### config.mk
export PLATFORM = sky130hd
export DESIGN_NAME = arpc_match
export DESIGN_NICKNAME = d
export VERILOG_FILES = /design/src/hw/rtl/arpc_pkg.sv /design/src/hw/rtl/arpc_match.sv
export SDC_FILE = /design/constraint.sdc
export NUM_CORES = 1
export LEC_CHECK = 0
export ABC_AREA = 1
export BUFFER_PORTS_ARGS = -buffer_cell sky130_fd_sc_hd__buf_2
export CAP_MARGIN = 25
export CORE_MARGIN = 4
export CORE_UTILIZATION = 38
export DETAILED_ROUTE_END_ITERATION = 8
export PLACE_DENSITY = 0.84
export SLEW_MARGIN = 10
export SYNTH_ARGS = -nofsm -noshare
export SYNTH_HDL_FRONTEND = slang
export SYNTH_SLANG_ARGS = --single-unit
### constraint.sdc
create_clock -name vclk -period 3.7
set_clock_uncertainty 0.1 [all_clocks]
set_input_delay 0.37 -clock vclk [all_inputs]
set_output_delay 0.37 -clock vclk [all_outputs]
set_load 0.01 [all_outputs]
### src/hw/rtl/arpc_pkg.sv
// shared types and constants of the arp cache table
package arpc_pkg;

  // field widths
  localparam int MAC_BYTES = 6;
  localparam int IP_W      = 32;
  localparam int MAC_W     = 8 * MAC_BYTES;
  localparam int TIME_W    = 16;
  localparam int TMO_W     = 15;
  localparam int CMD_W     = 2;
  localparam int ENT_W     = IP_W + MAC_W + TIME_W;

  // default table depth and timeout after reset
  localparam int ENTRIES_DEF = 128;
  localparam logic [TMO_W-1:0] TIMEOUT_RST = TMO_W'(15);

  // request codes
  localparam logic [CMD_W-1:0] CMD_LOOKUP = 2'd0;
  localparam logic [CMD_W-1:0] CMD_INSERT = 2'd1;
  localparam logic [CMD_W-1:0] CMD_TICK   = 2'd2;

  // one stored entry, without its valid mark
  typedef struct packed {
    logic [IP_W-1:0]   ip;
    logic [MAC_W-1:0]  mac;
    logic [TIME_W-1:0] added;
  } ent_t;

  // verdict on the entry just read back from the store
  typedef struct packed {
    logic match;
    logic free;
    logic expired;
  } ent_flags_t;

  // sequencer states
  typedef enum logic [2:0] {
    ST_CLEAR = 3'b001,
    ST_IDLE  = 3'b010,
    ST_SCAN  = 3'b100
  } state_t;

endpackage

### src/hw/rtl/arpc_match.sv
// compares the entry read back from the store against the current request
module arpc_match (
  input  logic [arpc_pkg::IP_W-1:0]   key_ip,
  input  logic [arpc_pkg::TIME_W-1:0] now,
  input  logic [arpc_pkg::TMO_W-1:0]  timeout,
  input  logic                        ent_valid,
  input  arpc_pkg::ent_t              ent,
  output arpc_pkg::ent_flags_t        flags
);

  logic [arpc_pkg::TIME_W-1:0] age;

  // wrapping age against the advanced time
  assign age = now - ent.added;

  always_comb begin
    flags.match   = ent_valid && (ent.ip == key_ip);
    flags.free    = !ent_valid;
    flags.expired = ent_valid && (age > {1'b0, timeout});
  end

endmodule

Word-level counts from Yosys, hierarchy flattened. Index checks and enable logic that the tools add are counted.

Eq/ne operators: 1. Magnitude comparators: 1. Add/sub/neg operators: 1. Reductions and logical operators: 3.

Operator list (count): 32-bit == test (1); 16-bit by 15-bit > comparator with 1-bit output (1); 16-bit subtractor (1); 1-bit logical AND (2); 1-bit logical NOT (1).

Logic and storage cells: 6. Output and inout port bits: 3. Bits in registers: 0.

Depth between registers and ports, before layout.
Depth after elaboration: 3. Depth in mapped cells: 20. Gate-level depth less buffers: 20.

Worst setup path after synthesis. OpenSTA, ideal clock, no wires.

Path type: input to output. Start point: input port now[0] (netlist name). End point: output port flags[0] (netlist name). Stages on the path: 19. Required time: 3230 ps. Setup slack: 725 ps. Data arrival time: 2505 ps. Cells stage by stage: inv_1 ha_1 fa_1 o21ai_2 a21boi_2 inv_2 nand2_1 nand2_2 nand2_1 nand2_1 xor2_1 inv_1 ha_1 nand3_1 inv_1 nand3_2 nor2_2 nor2_1 nor2_1.

RTL lines: from (decl) (line arpc_match.sv:4) `input logic [arpc_pkg::TIME_W-1:0] now,`; to (decl) (line arpc_match.sv:8) `output arpc_pkg::ent_flags_t flags`.

==> flow_summary.ini <==
[layout]
n_clock_buffer = 0
seq_cell_count = 0
seq_area_sq_um = 0
final_util = 0.558
finalNonFillerCells = 443
finalNetCount = 586
antenna_cells = 0
area_delta_synth_final_pct = 38.5
drive_above_1_share = 0.356

[routing]
wirelength_microns = 4670
drt_iter0_drc = 24
vias = 2082
ant_nets = 0
dr.pass1.iters = 4
vias_per_cell = 4.70
wire_per_inst_microns = 10.5
drc_errors = 0

[synthesis]
ys_top_cells_by_area = ha_1 23%, inv_1 17%, nand2_1 12%
synth-seq-area-share = 0
synth_top_cell_by_area = ha_1
synth.distinct_cells = 34
synth_warnings = 0
syn-cell-area_sq_um = 1660
synth_commonest_cells = 74 x inv_1, 52 x nand2_1, 30 x ha_1
yosysTopAreaCellShare = 0.226
yosysMostFrequentCell = inv_1
synth.avg_cell_area_sq_um = 5.96
syn-num-nets = 469
netlist_instances = 278

[grt]
grt_max_degree = 6
gr-usage-all-layers = 0.165
first_global_vias = 2074
grt_pass1_wl_microns = 7660
overflow = 0
antenna_found_initial = 0

[setup_path]
critPathLaunchType = primary input
path_common_cell = nand2_1
required_ns = 3.23
slowest_stage = fa_1
cp_num_buf_inv = 5
cp.arrival_ns = 2.89
critical-path-top-delay-family = adder cells
critPathKind = in2out
max_stage_delay_ns = 0.44
cp_max_fo = 3
worstPathCellList = buf_2 -> inv_1 -> ha_1 -> fa_1 -> o21ai_2 -> a21boi_2 -> inv_2 -> nand2_1 -> nand2_2 -> nand2_1 -> nand2_1 -> xor2_1 -> inv_1 -> ha_1 -> a21o_1 -> a21oi_1 -> o211ai_1 -> nor2_1 -> nor2_1 -> buf_2
crit_path_start = now[0]
end_kind = output port

[job]
maxCapViolations = 0

[hold_path]
hp-start = ent_valid
hold_path_class = in2out

[sta]
whs_ns = 0.903
setup_viol = 0
worst_pin_slew_ns = 0.272
report.final.hold_viol_count = 0
fin_crit_sh = 0.908
min_period_ns = 3.36
fmax_mhz = 298
rsz0062_at_grt = no
slew_headroom = 0.817
setup_tns_ns = 0
final-max-slew-violation-count = 0

[status]
status = finished clean

[pwr]
p_seq_frac = 0
p_int_uw = 155
clock_power_share = 0
p_sw_uw = 173
powerDensity_nw_per_um2 = 143
p_leak_uw = 0.00149
combPwrFrac = 1.000
ir_worst_vdd_v = 0.0000520
p_sw_frac = 0.528

[floorplan]
initial_core_util = 0.403
die_x_microns = 74.1
dieArea_sq_um = 5480
ios = 163
coreArea_sq_um = 4120
die_h_microns = 74.1
placementRows = 23

[placed_design]
place_inst = 443
hpwl_microns = 4470
place_congestion = 0.861
numPortBuffers = 115

[clock_network]
cts_hold_buf = 0
postCtsResizedCells = 0
post-cts-setup-buffer-count = 0
## layout by cell type (no fill, tap or decap), types with 2 or more instances in the layout
master and count:
nand2_1 52, buf_2 115, xor2_1 12, a21oi_2 4, nor4_1 3, a21oi_1 14, nor2_1 11, nor2_2 3
inv_2 2, or2_2 4, a22o_1 4, nand2_2 7, a211oi_1 3, o211ai_1 2, o22ai_1 6, nand3_1 11
inv_1 74, a221oi_1 2, o21ai_0 9, o21ai_2 2, nand4_1 2, ha_1 30, xnor2_1 9
## metal layers
metal  vias up  wire, microns  global-route usage
met2        69           2480               0.345
met3         0            449              0.0338
met1       891           1740               0.171
li1       1122              -                   -
met5         -              0                   0
met4         0              0              0.0121
## power by group through the flow
| stage | Sequential (uW) | Clock (uW) | Combinational, uW |
|---|---|---|---|
| 6_report | 0 | 0 | 329 |
| 5_1_grt | 0 | 0 | 381 |
| 4_1_cts | 0 | 0 | 333 |
| 3_5_place_dp | 0 | 0 | 330 |
| 3_3_place_gp | 0 | 0 | 318 |
| 2_1_floorplan | 0 | 0 | 219 |
## final cells by class
cell class	instances	area, sq um
timing repair buffer	115	576
tap	50	62.6
multi-input combinational	202	1370
inverter	76	285
fill	431	1820
## tightest hold or removal path, cell delays in order
cell	delay, ns
buf_2	0.10
inv_1	0.04
buf_2	0.13
## path summary, 6_finish.rpt
check                  end  slack, ns  cells past startpoint
setup / recovery  flags[0]       0.34                     20
hold / removal    flags[1]       0.90                      3
## kinds of logic after synthesis
family / Yosys count / synth area share
AOI/OAI and AO/OA: 51 / 0.203
xor gates and xnor gates: 21 / 0.111
adders and majority gates: 31 / 0.238
buffers and inverters: 76 / 0.172
and+or+nand+nor: 99 / 0.275
## through the flow
stage / setup WS, ns / power (uW) / cell area (sq um)
floorplan: 0.725 / 219 / 1660
global placement: 0.344 / 318 / 2300
detailed placement: 0.337 / 330 / 2300
CTS: 0.312 / 333 / 2300
global route: 0.0898 / 381 / 2300
finish: 0.340 / 329 / 2300
No activity file was read; power rests on OpenSTA's default activity.
