<file path="src/hw/rtl/arpc_pkg.sv">
// shared types and constants of the arp cache table
package arpc_pkg;

  // field widths
  localparam int MAC_BYTES = 6;
  localparam int IP_W      = 32;
  localparam int MAC_W     = 8 * MAC_BYTES;
  localparam int TIME_W    = 16;
  localparam int TMO_W     = 15;
  localparam int CMD_W     = 2;
  localparam int ENT_W     = IP_W + MAC_W + TIME_W;

  // default table depth and timeout after reset
  localparam int ENTRIES_DEF = 128;
  localparam logic [TMO_W-1:0] TIMEOUT_RST = TMO_W'(15);

  // request codes
  localparam logic [CMD_W-1:0] CMD_LOOKUP = 2'd0;
  localparam logic [CMD_W-1:0] CMD_INSERT = 2'd1;
  localparam logic [CMD_W-1:0] CMD_TICK   = 2'd2;

  // one stored entry, without its valid mark
  typedef struct packed {
    logic [IP_W-1:0]   ip;
    logic [MAC_W-1:0]  mac;
    logic [TIME_W-1:0] added;
  } ent_t;

  // verdict on the entry just read back from the store
  typedef struct packed {
    logic match;
    logic free;
    logic expired;
  } ent_flags_t;

  // sequencer states
  typedef enum logic [2:0] {
    ST_CLEAR = 3'b001,
    ST_IDLE  = 3'b010,
    ST_SCAN  = 3'b100
  } state_t;

endpackage

</file>
<file path="src/hw/rtl/arpc_ctrl.sv">
// scan sequencer: clearing pass, per-request table sweep and result registers
module arpc_ctrl #(
  parameter int ENTRIES = arpc_pkg::ENTRIES_DEF
) (
  input  logic                         clk,
  input  logic                         rst_n,
  // request side
  input  logic                         start,
  output logic                         busy,
  input  logic [arpc_pkg::CMD_W-1:0]   in_cmd,
  input  logic [arpc_pkg::IP_W-1:0]    in_ip_addr,
  input  logic [arpc_pkg::MAC_W-1:0]   in_mac_addr,
  // result side
  output logic                         out_strobe,
  output logic                         out_hit,
  output logic [arpc_pkg::MAC_W-1:0]   out_found_mac,
  output logic                         out_stored,
  // store access
  output logic [$clog2(ENTRIES)-1:0]   rd_idx,
  output logic                         vld_we,
  output logic [$clog2(ENTRIES)-1:0]   wr_idx,
  output logic                         vld_wdata,
  output logic                         dat_we,
  output arpc_pkg::ent_t               dat_wdata,
  // entry verdict
  input  arpc_pkg::ent_flags_t         flags,
  input  logic [arpc_pkg::MAC_W-1:0]   ent_mac,
  output logic [arpc_pkg::IP_W-1:0]    key_ip,
  output logic [arpc_pkg::TIME_W-1:0]  now
);

  localparam int AW = $clog2(ENTRIES);
  localparam logic [AW-1:0] LAST_IDX = AW'(ENTRIES - 1);

  arpc_pkg::state_t            state_r, state_nxt;
  logic [AW-1:0]               rd_idx_r, rd_idx_nxt;
  logic                        issue_on_r, issue_on_nxt;
  logic                        chk_vld_r, chk_vld_nxt;
  logic [AW-1:0]               chk_idx_r, chk_idx_nxt;
  logic [arpc_pkg::CMD_W-1:0]  cmd_r, cmd_nxt;
  logic [arpc_pkg::IP_W-1:0]   ip_r, ip_nxt;
  logic [arpc_pkg::MAC_W-1:0]  mac_r, mac_nxt;
  logic [arpc_pkg::TIME_W-1:0] now_r, now_nxt;
  logic                        strobe_r, strobe_nxt;
  logic                        hit_r, hit_nxt;
  logic [arpc_pkg::MAC_W-1:0]  found_r, found_nxt;
  logic                        stored_r, stored_nxt;
  logic                        done;

  // sequencer and accumulators
  always_comb begin
    state_nxt    = state_r;
    rd_idx_nxt   = rd_idx_r;
    issue_on_nxt = issue_on_r;
    chk_vld_nxt  = 1'b0;
    chk_idx_nxt  = rd_idx_r;
    cmd_nxt      = cmd_r;
    ip_nxt       = ip_r;
    mac_nxt      = mac_r;
    now_nxt      = now_r;
    strobe_nxt   = 1'b0;
    hit_nxt      = hit_r;
    found_nxt    = found_r;
    stored_nxt   = stored_r;
    vld_we       = 1'b0;
    wr_idx       = chk_idx_r;
    vld_wdata    = 1'b0;
    dat_we       = 1'b0;
    done         = 1'b0;
    unique case (state_r)
      arpc_pkg::ST_CLEAR: begin
        // one valid mark cleared per cycle
        vld_we = 1'b1;
        wr_idx = rd_idx_r;
        if (rd_idx_r == LAST_IDX) begin
          rd_idx_nxt = '0;
          state_nxt  = arpc_pkg::ST_IDLE;
        end else begin
          rd_idx_nxt = rd_idx_r + 1'b1;
        end
      end
      arpc_pkg::ST_IDLE: begin
        if (start) begin
          cmd_nxt      = in_cmd;
          ip_nxt       = in_ip_addr;
          mac_nxt      = in_mac_addr;
          rd_idx_nxt   = '0;
          issue_on_nxt = 1'b1;
          hit_nxt      = 1'b0;
          found_nxt    = '0;
          stored_nxt   = 1'b0;
          state_nxt    = arpc_pkg::ST_SCAN;
          // time advances before the ages are compared
          if (in_cmd == arpc_pkg::CMD_TICK) begin
            now_nxt = now_r + 1'b1;
          end
        end
      end
      arpc_pkg::ST_SCAN: begin
        // read issue, one entry per cycle
        chk_vld_nxt = issue_on_r;
        if (issue_on_r) begin
          if (rd_idx_r == LAST_IDX) begin
            issue_on_nxt = 1'b0;
          end else begin
            rd_idx_nxt = rd_idx_r + 1'b1;
          end
        end
        // evaluate the entry returned by the store
        if (chk_vld_r) begin
          case (cmd_r)
            arpc_pkg::CMD_LOOKUP: begin
              if (flags.match) begin
                hit_nxt   = 1'b1;
                found_nxt = ent_mac;
              end
            end
            arpc_pkg::CMD_INSERT: begin
              if (flags.free) begin
                vld_we     = 1'b1;
                vld_wdata  = 1'b1;
                dat_we     = 1'b1;
                stored_nxt = 1'b1;
                done       = 1'b1;
              end
            end
            arpc_pkg::CMD_TICK: begin
              if (flags.expired) begin
                vld_we = 1'b1;
              end
            end
            default: begin
            end
          endcase
          if (chk_idx_r == LAST_IDX) begin
            done = 1'b1;
          end
        end
        if (done) begin
          state_nxt    = arpc_pkg::ST_IDLE;
          strobe_nxt   = 1'b1;
          issue_on_nxt = 1'b0;
          chk_vld_nxt  = 1'b0;
        end
      end
      default: begin
        state_nxt = arpc_pkg::ST_IDLE;
      end
    endcase
  end

  // control state
  always_ff @(posedge clk) begin
    if (!rst_n) begin
      state_r    <= arpc_pkg::ST_CLEAR;
      rd_idx_r   <= '0;
      issue_on_r <= 1'b0;
      chk_vld_r  <= 1'b0;
      now_r      <= '0;
      strobe_r   <= 1'b0;
    end else begin
      state_r    <= state_nxt;
      rd_idx_r   <= rd_idx_nxt;
      issue_on_r <= issue_on_nxt;
      chk_vld_r  <= chk_vld_nxt;
      now_r      <= now_nxt;
      strobe_r   <= strobe_nxt;
    end
  end

  // request and result payload
  always_ff @(posedge clk) begin
    chk_idx_r <= chk_idx_nxt;
    cmd_r     <= cmd_nxt;
    ip_r      <= ip_nxt;
    mac_r     <= mac_nxt;
    hit_r     <= hit_nxt;
    found_r   <= found_nxt;
    stored_r  <= stored_nxt;
  end

  assign busy            = (state_r != arpc_pkg::ST_IDLE);
  assign rd_idx          = rd_idx_r;
  assign dat_wdata.ip    = ip_r;
  assign dat_wdata.mac   = mac_r;
  assign dat_wdata.added = now_r;
  assign key_ip          = ip_r;
  assign now             = now_r;
  assign out_strobe      = strobe_r;
  assign out_hit         = hit_r;
  assign out_found_mac   = found_r;
  assign out_stored      = stored_r;

endmodule

</file>
<file path="config.mk">
export PLATFORM = sky130hd
export DESIGN_NAME = arpc_ctrl
export DESIGN_NICKNAME = d
export VERILOG_FILES = /design/src/hw/rtl/arpc_pkg.sv /design/src/hw/rtl/arpc_ctrl.sv
export SDC_FILE = /design/constraint.sdc
export NUM_CORES = 1
export LEC_CHECK = 0
export ABC_AREA = 1
export BUFFER_PORTS_ARGS = -buffer_cell sky130_fd_sc_hd__buf_2
export CAP_MARGIN = 20
export CORE_AREA = 5 5 131 133
export CTS_CLUSTER_DIAMETER = 100
export DETAILED_ROUTE_END_ITERATION = 12
export DIE_AREA = 0 0 136 138
export GPL_TIMING_DRIVEN = 0
export PLACE_DENSITY = 0.8
export SETUP_SLACK_MARGIN = 0.3
export SYNTH_ARGS = -nofsm -noshare
export SYNTH_HDL_FRONTEND = slang
export SYNTH_SLANG_ARGS = --single-unit
</file>
<file path="constraint.sdc">
create_clock -name clk -period 6.97 [get_ports clk]
set_input_delay 2.091 -clock clk [delete_from_list [all_inputs] [get_ports clk]]
set_output_delay 2.091 -clock clk [all_outputs]
set_load 0.02 [all_outputs]
</file>
# --- After elaboration in Yosys (flattened, before gate mapping) ---
# Index checks and enable logic that the tools add are counted.
word_totals:
  register_bits: 168
op_classes:
  addsub: 2
  eq_ne: 19
  mux: 41
  bitwise: 2
  reduce_logical: 12
op_table:
  columns: ["op", "count"]
  rows:
  - ["48-bit two-way mux", 4]
  - ["48-bit one-hot mux with 2 select lines", 1]
  - ["7-bit two-way mux", 5]
  - ["1-bit two-way mux", 21]
  - ["7-bit one-hot mux with 3 select lines", 1]
  - ["16-bit by 1-bit adder with 16-bit output (second input constant)", 1]
  - ["2-bit != test (second input constant)", 8]
  - ["7-bit == test (second input constant)", 2]
  - ["1-bit one-hot mux with 2 select lines", 5]
  - ["5-bit AND reduction", 2]
  - ["3-bit two-way mux", 3]
  - ["3-bit one-hot mux with 3 select lines", 1]
  - ["7-bit by 1-bit adder with 7-bit output (second input constant)", 1]
  - ["2-bit AND reduction", 3]
  - ["3-bit AND reduction", 2]
  - ["2-bit == test (second input constant)", 2]
  - ["2-bit by 1-bit != test with 1-bit output (second input constant)", 2]
  - ["4-bit AND reduction", 1]
  - ["3-bit by 1-bit == test with 1-bit output (second input constant)", 1]
  - ["3-bit by 2-bit == test with 1-bit output (second input constant)", 1]
  - ["3-bit == test (second input constant)", 1]
  - ["3-bit by 2-bit != test with 1-bit output (second input constant)", 1]
  - ["3-bit nonzero test", 1]
  - ["3-bit OR reduction", 1]
  - ["4 further kinds", 5]

# --- Depth between registers and ports, before layout ---
# Gate-level depths: netlist (run 1).
logic_depth:
  word_depth: 7
  depth_mapped: 10
  mapped_depth_nobuf: 10

# --- Worst setup path after synthesis (run 1) ---
# No wires, ideal clock.
synth_path:
  path_kind: "in2reg"
  start: "in start"
  end: "reg found_r (netlist bit out_found_mac[0]) (enable)"
  t_arrival_ps: 5862
  required_time_ps: 6441
  setup_slack_ps: 579
  cell_stages: 4
  path_buffers: 0
  path_cell_list: "inv_1 > nand2_1 > inv_1 > a211oi_1"
synth_via:
  elab_chain_cells: 2
synth_lines:
  columns: ["element", "line_no", "source"]
  rows:
  - ["from (decl)", "arpc_ctrl.sv:8", "input logic start,"]
  - ["2-bit != test (no line)", null, null]
  - ["5-bit AND reduction (no line)", null, null]
  - ["to (signal assigned)", "arpc_ctrl.sv:178", "found_r <= found_nxt;"]
  - ["to (decl)", "arpc_ctrl.sv:46", "logic [arpc_pkg::MAC_W-1:0] found_r, found_nxt;"]
# No other way between the ends.
# A chain may end at the register's enable or synchronous reset.

# --- Final worst setup path (run 1) ---
layout_path:
  start: "in flags[1] (netlist bit)"
  end: "out vld_we"
layout_via:
  elab_chain_cells: 4
layout_lines:
  columns: ["element", "line_no", "source"]
  rows:
  - ["from (decl)", "arpc_ctrl.sv:26", "input arpc_pkg::ent_flags_t flags,"]
  - ["1-bit two-way mux", "arpc_ctrl.sv:119", "if (flags.free) begin"]
  - ["1-bit one-hot mux with 2 select lines", "arpc_ctrl.sv:111", "case (cmd_r)"]
  - ["1-bit two-way mux", "arpc_ctrl.sv:110", "if (chk_vld_r) begin"]
  - ["1-bit one-hot mux with 2 select lines", "arpc_ctrl.sv:70", "unique case (state_r)"]
  - ["to (decl)", "arpc_ctrl.sv:20", "output logic vld_we,"]
# No other way between the ends.

==> results of run 1 <==
## stage by stage
stage | total power [µW] | TNS [ns] | std cells | hold slack, ns | instance area (µm²)
after global placement | 1161 | -48.44 | 1126 | 0.3836 | 8598
after detailed placement | 1164 | 0 | 1130 | 0.3855 | 8686
final | 2097 | 0 | 1163 | 0.3994 | 9289
after CTS | 2117 | 0 | 1162 | 0.3992 | 9286
after global routing | 2170 | 0 | 1162 | 0.4123 | 9286
after floorplan | 1118 | 0 | 562 | 0.4404 | 6586
## cell usage in the layout, fill, tap and decap left out, types with 4 or more instances in the layout
cell and instances:
nor3_1 4, dfxtp_1 36, nand2_2 6, edfxtp_1 132, clkbuf_16 17, buf_4 49
nand4_1 4, inv_2 5, nand3_1 15, nor2_1 89, clkbuf_1 4, inv_1 80
clkinvlp_4 4, o21ai_0 15, nand2_1 82, ha_1 5, buf_2 352, a21oi_1 15
## routing by layer
metal | track usage [%] | part of all wire, %
met2 | 36.45 | 54
met1 | 22.16 | 36
met4 | 7.480 | 2.5
met3 | 5.189 | 7.6
met5 | 0 | 0.068
## cell type report
cell class | count | area share [%]
Clock inverter | 14 | 1.845
Antenna cell | 1 | 0.02694
Clock buffer | 18 | 4.620
Sequential cell | 168 | 50.43
Inverter | 86 | 3.502
Buffer | 59 | 4.661
Multi-Input combinational cell | 249 | 12.47
Tap cell | 216 | 2.909
Timing Repair Buffer | 352 | 19.53
## worst max-delay path, cell delays in order
cell and delay [ns]:
buf_2 0.09, nand2_1 0.07, nand2_1 0.06, nand3_1 0.06, o21ai_0 0.13, buf_2 0.20
## where the power goes
| part | leakage, µW | internal, µW | switching (µW) |
|---|---|---|---|
| Sequential | 0.00149 | 1080 | 2.76 |
| Clock | 0.000280 | 567 | 388 |
| Combinational | 0.00267 | 34.0 | 29.4 |
## flip-flops by register name, summed over array words and instances, names as in the netlist
signal         cells
mac_r             48
out_found_mac     48
key_ip            32
now               16
chk_idx_r          7
rd_idx             7
state_r            3
cmd_r              2
chk_vld_r          1
issue_on_r         1
out_hit            1
out_stored         1
out_strobe         1
## cells by family (layout without fill, tap and decap cells)
| logic type | after synthesis | count (layout) | synth area share, % |
|---|---|---|---|
| AO/OA/AOI/OAI | 34 | 34 | 2.736 |
| XOR/XNOR | 1 | 1 | 0.1330 |
| adder cells (fa/ha/maj) | 5 | 5 | 0.9498 |
| buffers and inverters | 145 | 529 | 11.47 |
| flip-flops | 168 | 168 | 71.12 |
| other | 0 | 1 | 0 |
| AND/OR/NAND/NOR | 209 | 209 | 13.58 |
## how the worst max path moves through the flow
stage / endpoint / slack [ns] / start / cells past startpoint
2_1_floorplan: out_found_mac[0] / 0.58 / start / 4
6_report: vld_we / 2.18 / flags[1] / 6
5_1_grt: vld_we / 2.14 / flags[1] / 6
3_5_place_dp: vld_we / 2.17 / flags[1] / 6
3_3_place_gp: out_found_mac[23] / -0.99 / start / 5
4_1_cts: vld_we / 2.17 / flags[1] / 6
==> impl_results.md, run 1 <==
- Status: complete, no violations
- Post-Syn Area: about 6600 µm²
- Reg2Reg Setup Slack: approximately 5 ns
- Initial DRC Count: about 290
- Total CTS buffers: 17
- Initial antenna violation count: 1
- Post-CTS Hold Buffers: 0
- Crit end category: output port
- Post-synth cell types: 28
- Setup Skew: around 0.010 ns
- Reg area: around 4700 µm²
- Worst R2R Start: state_r[1]
- PD cells: 225.8 nW/µm²
- Share of the synthesized area in the top cell type: between 60 and 70%
- CTS tree: done
- Fillers: approximately 1.3k
- CP Launch Type: input pin
- Max Cap Viol: 0
- Die X: around 140 µm
- Clk pin slew, worst setup/hold paths: approximately 0.060 ns
- Final period util: between 60% and 70%
- Vert. Die Dim: roughly 140 µm
- Via count: roughly 5.1k
- Routability congestion estimate: around 0.86
- Peak supply drop: around 0.15 mV
- Worst reg2reg endpoint: out_found_mac[12]
- Final wirelength: 19.14 mm
- CTS HTree Levels: 4
- Share of cells above drive strength 1: 48.31%
- Tmin final: between 4 and 5 ns
- IO Pins: between 300 and 400
- Vias in the first global route: about 5k
- # clock sinks: ~170
- Initial Utilization: 41.92%
- Max Transition Viols Final: 0
- Final Core Density: just under 60%
- Synth Flop Type: edfxtp_1
- Slew of the pin with the lowest slew margin: 0.5799 ns
- Residual DRC count: 0
- Grt ovf: 0
- EDFF count, synth: 132
- Final ANT Viol Nets: 0
- F_max: 0.2086 GHz
- PortBufs: ~350
- Most frequent cell after synthesis: edfxtp_1
- Final Hold Fails: 0
- Largest area contributor in the netlist: edfxtp_1
- Router iterations before antenna repair: 4
- RSZ-0062 raised after global routing: no
- Multi-input logic area: about 1200 µm²
- Area delta synth->final: 41.03%
- Setup WS post-layout: approximately 2.2 ns
- Synth warn: 0
- PostCTS Resize Cnt: 0
- Hold WC Path Type: reg2reg
- Worst hold stages: 0
- Core footprint: around 16000 µm²
- R2r worst-path depth: 8
- CTS max path bufs: 2
- Setup Fix Bufs, Post-CTS: 0
- Ranking of synthesized cells by area: edfxtp_1 (60%), dfxtp_1 (11%), buf_4 (5.6%), nor2_1 (5.1%), nand2_1 (4.7%)
- Vias per cell: roughly 4.4
- Post-Syn Instances: 562
- Leakage: 0.004440 µW
- Die ar.: around 19000 µm²
- Syn Nets: roughly 700
- Drt wl/cell: roughly 16 µm
- Total GRT Usage: between 20% and 30%
- FP Rows: 46
- First-pass GRT wire length: around 29 mm
- Worst Path Required: 4.88 ns
- Setup CP Type: in2out
- #FFs+latches synth: roughly 170
- CTS root buf: clkbuf_16
- Slew margin rel.: between 60% and 70%
- Post-synth ARST share: 0%
- Crit Path Max Fanout: 2
- Pin count of the biggest net entering global routing: 70
- Clk Latency, worst-skew pair: roughly 0.42 ns
- Post-synth top cells: edfxtp_1 (132), nor2_1 (89), nand2_1 (82), inv_1 (81), buf_4 (49)
- Worst hold endpoint: chk_idx_r[0]
- WP data arrival: roughly 2.7 ns
- Final layout net count: around 1.1k
- DP HPWL: between 15 and 20 mm
- Min-Delay Startpoint: rd_idx[0]
- Final setup vio count: 0
- Post-Syn Area per Cell: 11.72 µm²
- Register area share after synthesis: 71.12%
- Pre-CTS WS: approximately 2.2 ns
Power figures use the tool's default switching activity.
==> run 2: changes to the inputs <==
clock period = 4.8 ns   (was 6.97 ns; I/O delays follow)
==> run 2 against run 1 <==
Flip-flop and latch count unchanged. Non-clock buffer count shrank 1. Hold slack worse by 0.012 ns. Total power grew 42%. Worst setup slack worse by 0.97 ns. Clock skew hardly changed. Combinational power increased by 43%. Wire length shrank 0.13%. Final cell count down 0.17%.
==> impl_results.md, run 2 (synthesized netlist as in run 1, its figures left out) <==
- Status: complete, no violations (unchanged)
- Setup CP Type: in2out (unchanged)
- Via count: 5128 (was 5117)
- Residual DRC count: 0 (unchanged)
- Grt ovf: 0 (unchanged)
- Slew margin rel.: 49.18% (was 61.34%)
- Hold slack: 0.3875 ns (was 0.3994 ns)
- Met2 routed WL: 10.41 mm (was 10.29 mm)
- Peak supply drop: 0.2447 mV (was 0.1505 mV)
- PD cells: 322.9 nW/µm² (was 225.8 nW/µm²)
- RSZ-0062 raised after global routing: no (unchanged)
- WP data arrival: 2.15 ns (was 2.70 ns)
- Pin count of the biggest net entering global routing: 80 (was 70)
- Metal3 WL: 1.392 mm (was 1.450 mm)
- Fillers: 1317 (was 1324)
- Die X: 136 µm (unchanged)
- Core footprint: 15710 µm² (unchanged)
- Clk Latency, worst-skew pair: 0.41 ns (was 0.42 ns)
- CTS HTree Levels: 4 (unchanged)
- F_max: ~0.28 GHz
- P_sw: 605.2 µW (was 420.5 µW)
- Most common library cell in the layout ignoring fill and taps: buf_2 (unchanged)
- Highest metal used: met4 (was met5)
- Flop pwr share: 52.5% (was 51.4%)
- PortBufs: 348 (unchanged)
- Commonest cells after routing, fill and taps aside: buf_2 (352), edfxtp_1 (132), nor2_1 (89), nand2_1 (82), inv_1 (80) (unchanged)
- Max Cap Viol: 0 (unchanged)
- Worst reg2reg endpoint: out_found_mac[10] (was out_found_mac[12])
- CTS root buf: clkbuf_16 (unchanged)
- Final Hold Fails: 0 (unchanged)
- CTS max path bufs: 2 (unchanged)
- Final setup vio count: 0 (unchanged)
- Setup Fix Bufs, Post-CTS: 0 (unchanged)
- Crit Path Max Fanout: 2 (unchanged)
- Final ANT Viol Nets: 0 (unchanged)
- Combinational share of power: 3.0% (about the same)
- Worst hold endpoint: chk_idx_r[0] (unchanged)
- Router iterations before antenna repair: 4 (unchanged)
- Vias in the first global route: 5228 (was 5017)
- Tmin final: between 3 and 4 ns
- Worst hold stages: 0 (unchanged)
- Drt wl/cell: 16.47 µm (was 16.46 µm)
- Total CTS buffers: 17 (unchanged)
- Leakage: 0.004427 µW (was 0.004440 µW)
- Area delta synth->final: 40.37% (was 41.03%)
- First-pass GRT wire length: 28.41 mm (was 28.57 mm)
- Setup Skew: 0.01040 ns (was 0.01026 ns)
- Post-route met1 wirelength: 6.947 mm (was 6.915 mm)
- CP Launch Type: input pin (unchanged)
- Vert. Die Dim: 138 µm (unchanged)
- DP HPWL: 15.33 mm (was 15.14 mm)
- Share of cells above drive strength 1: 48.41% (was 48.31%)
- IO Pins: 349 (unchanged)
- R2r worst-path depth: 6 (was 8)
- Net Sw Frac: 20.27% (was 20.05%)
- Vias per cell: 4.417 (was 4.400)
- Slew of the pin with the lowest slew margin: 0.7599 ns (was 0.5799 ns)
- CTS tree: done (unchanged)
- Worst R2R Start: state_r[1] (unchanged)
- PostCTS Resize Cnt: 0 (unchanged)
- Die ar.: 18770 µm² (unchanged)
- Final layout net count: 1073 (was 1074)
- Worst Path Required: 3.36 ns (was 4.88 ns)
- Initial antenna violation count: 2 (was 1)
- Total GRT Usage: 19.69% (was 20.02%)
- Min-Delay Startpoint: rd_idx[0] (unchanged)
- Clock power frac: 44.5% (was 45.5%)
- Final wirelength: 19.12 mm (was 19.14 mm)
- Crit end category: output port (unchanged)
- Hold WC Path Type: reg2reg (unchanged)
- Initial DRC Count: 327 (was 287)
- Post-CTS Hold Buffers: 0 (unchanged)
- Max Transition Viols Final: 0 (unchanged)
- Final period util: 74.78%
- Initial Utilization: 41.92% (unchanged)
- Pwr Total: 2985 µW (was 2097 µW)
- Clk pin slew, worst setup/hold paths: 0.06 ns (about the same)
- Routability congestion estimate: 0.8882 (was 0.8577)
- Internal power: 2380 µW (was 1677 µW)
- # clock sinks: 168 (unchanged)
- FP Rows: 46 (unchanged)
- Reg2Reg Setup Slack: 2.66 ns (was 4.90 ns)
- Worst setup path start: flags[1] (unchanged)
-- run 2: cell types whose count changed in the layout (fill, tap and decap cells not counted), sizes merged --
cell,change
clkbuf,-1
bufinv,-1
buf,-1
clkinv,+1
clkinvlp,-1
inv,+1
-- run 2: worst max-delay path by stage --
| stage | endpoint | slack (ns) | depth (start not counted) |
|---|---|---|---|
| final | vld_we | 1.21 | 6 |
| after global routing | vld_we | 1.18 | 6 |
| after CTS | vld_we | 1.23 | 6 |
| after detailed placement | vld_we | 1.23 | 6 |
| after global placement | out_found_mac[9] | -0.15 | 5 |
| after floorplan | out_found_mac[0] | 0.77 | 4 |
-- run 2: stage by stage --
| stage | std cells | setup TNS (ns) | worst slack, ns | cell area, µm² | utilization [%] |
|---|---|---|---|---|---|
| global route | 1161 | 0 | 1.175 | 9245 | 58.84 |
| finish | 1161 | 0 | 1.211 | 9245 | 58.84 |
| floorplan | 562 | 0 | 0.7675 | 6591 | - |
| detailed placement | 1129 | 0 | 1.233 | 8671 | 55.18 |
| CTS | 1160 | 0 | 1.234 | 9243 | 58.82 |
| global placement | 1126 | -7.002 | -0.1454 | 8603 | 54.75 |
-- run 2: routing by layer --
| layer | vias to the layer above | GRT usage [%] |
|---|---|---|
| met3 | 27 | 5.116 |
| met5 | - | 0 |
| met4 | 0 | 6.472 |
| met1 | 2377 | 21.52 |
| met2 | 215 | 36.58 |
| li1 | 2509 | - |
-- run 2: final cells by class --
type                       instances  area, µm²  share of cell area (%)
inverter                          86      325.3                   3.519
timing repair buffer             351       1799                   19.46
multi-input combinational        249       1159                   12.53
clock inverter                    14      146.4                   1.583
tap                              216      270.3                   2.923
sequential                       168       4684                   50.67
antenna                            1      2.502                 0.02707
clock buffer                      17      425.4                   4.601
buffer                            59      432.9                   4.683
-- run 2: power groups by stage --
stage / Clock (µW) / Combinational, µW / Sequential, µW
6_report: 1330 / 90.5 / 1570
2_1_floorplan: 0 / 23.5 / 1600
3_3_place_gp: 0 / 86.5 / 1600
3_5_place_dp: 0 / 90.4 / 1600
4_1_cts: 1360 / 91.2 / 1570
5_1_grt: 1430 / 102 / 1570
-- run 2: critical path: stages --
cell and delay (ns):
buf_2 0.10, nand2_1 0.08, nand2_1 0.06, nand3_1 0.05, o21ai_0 0.19, buf_2 0.22
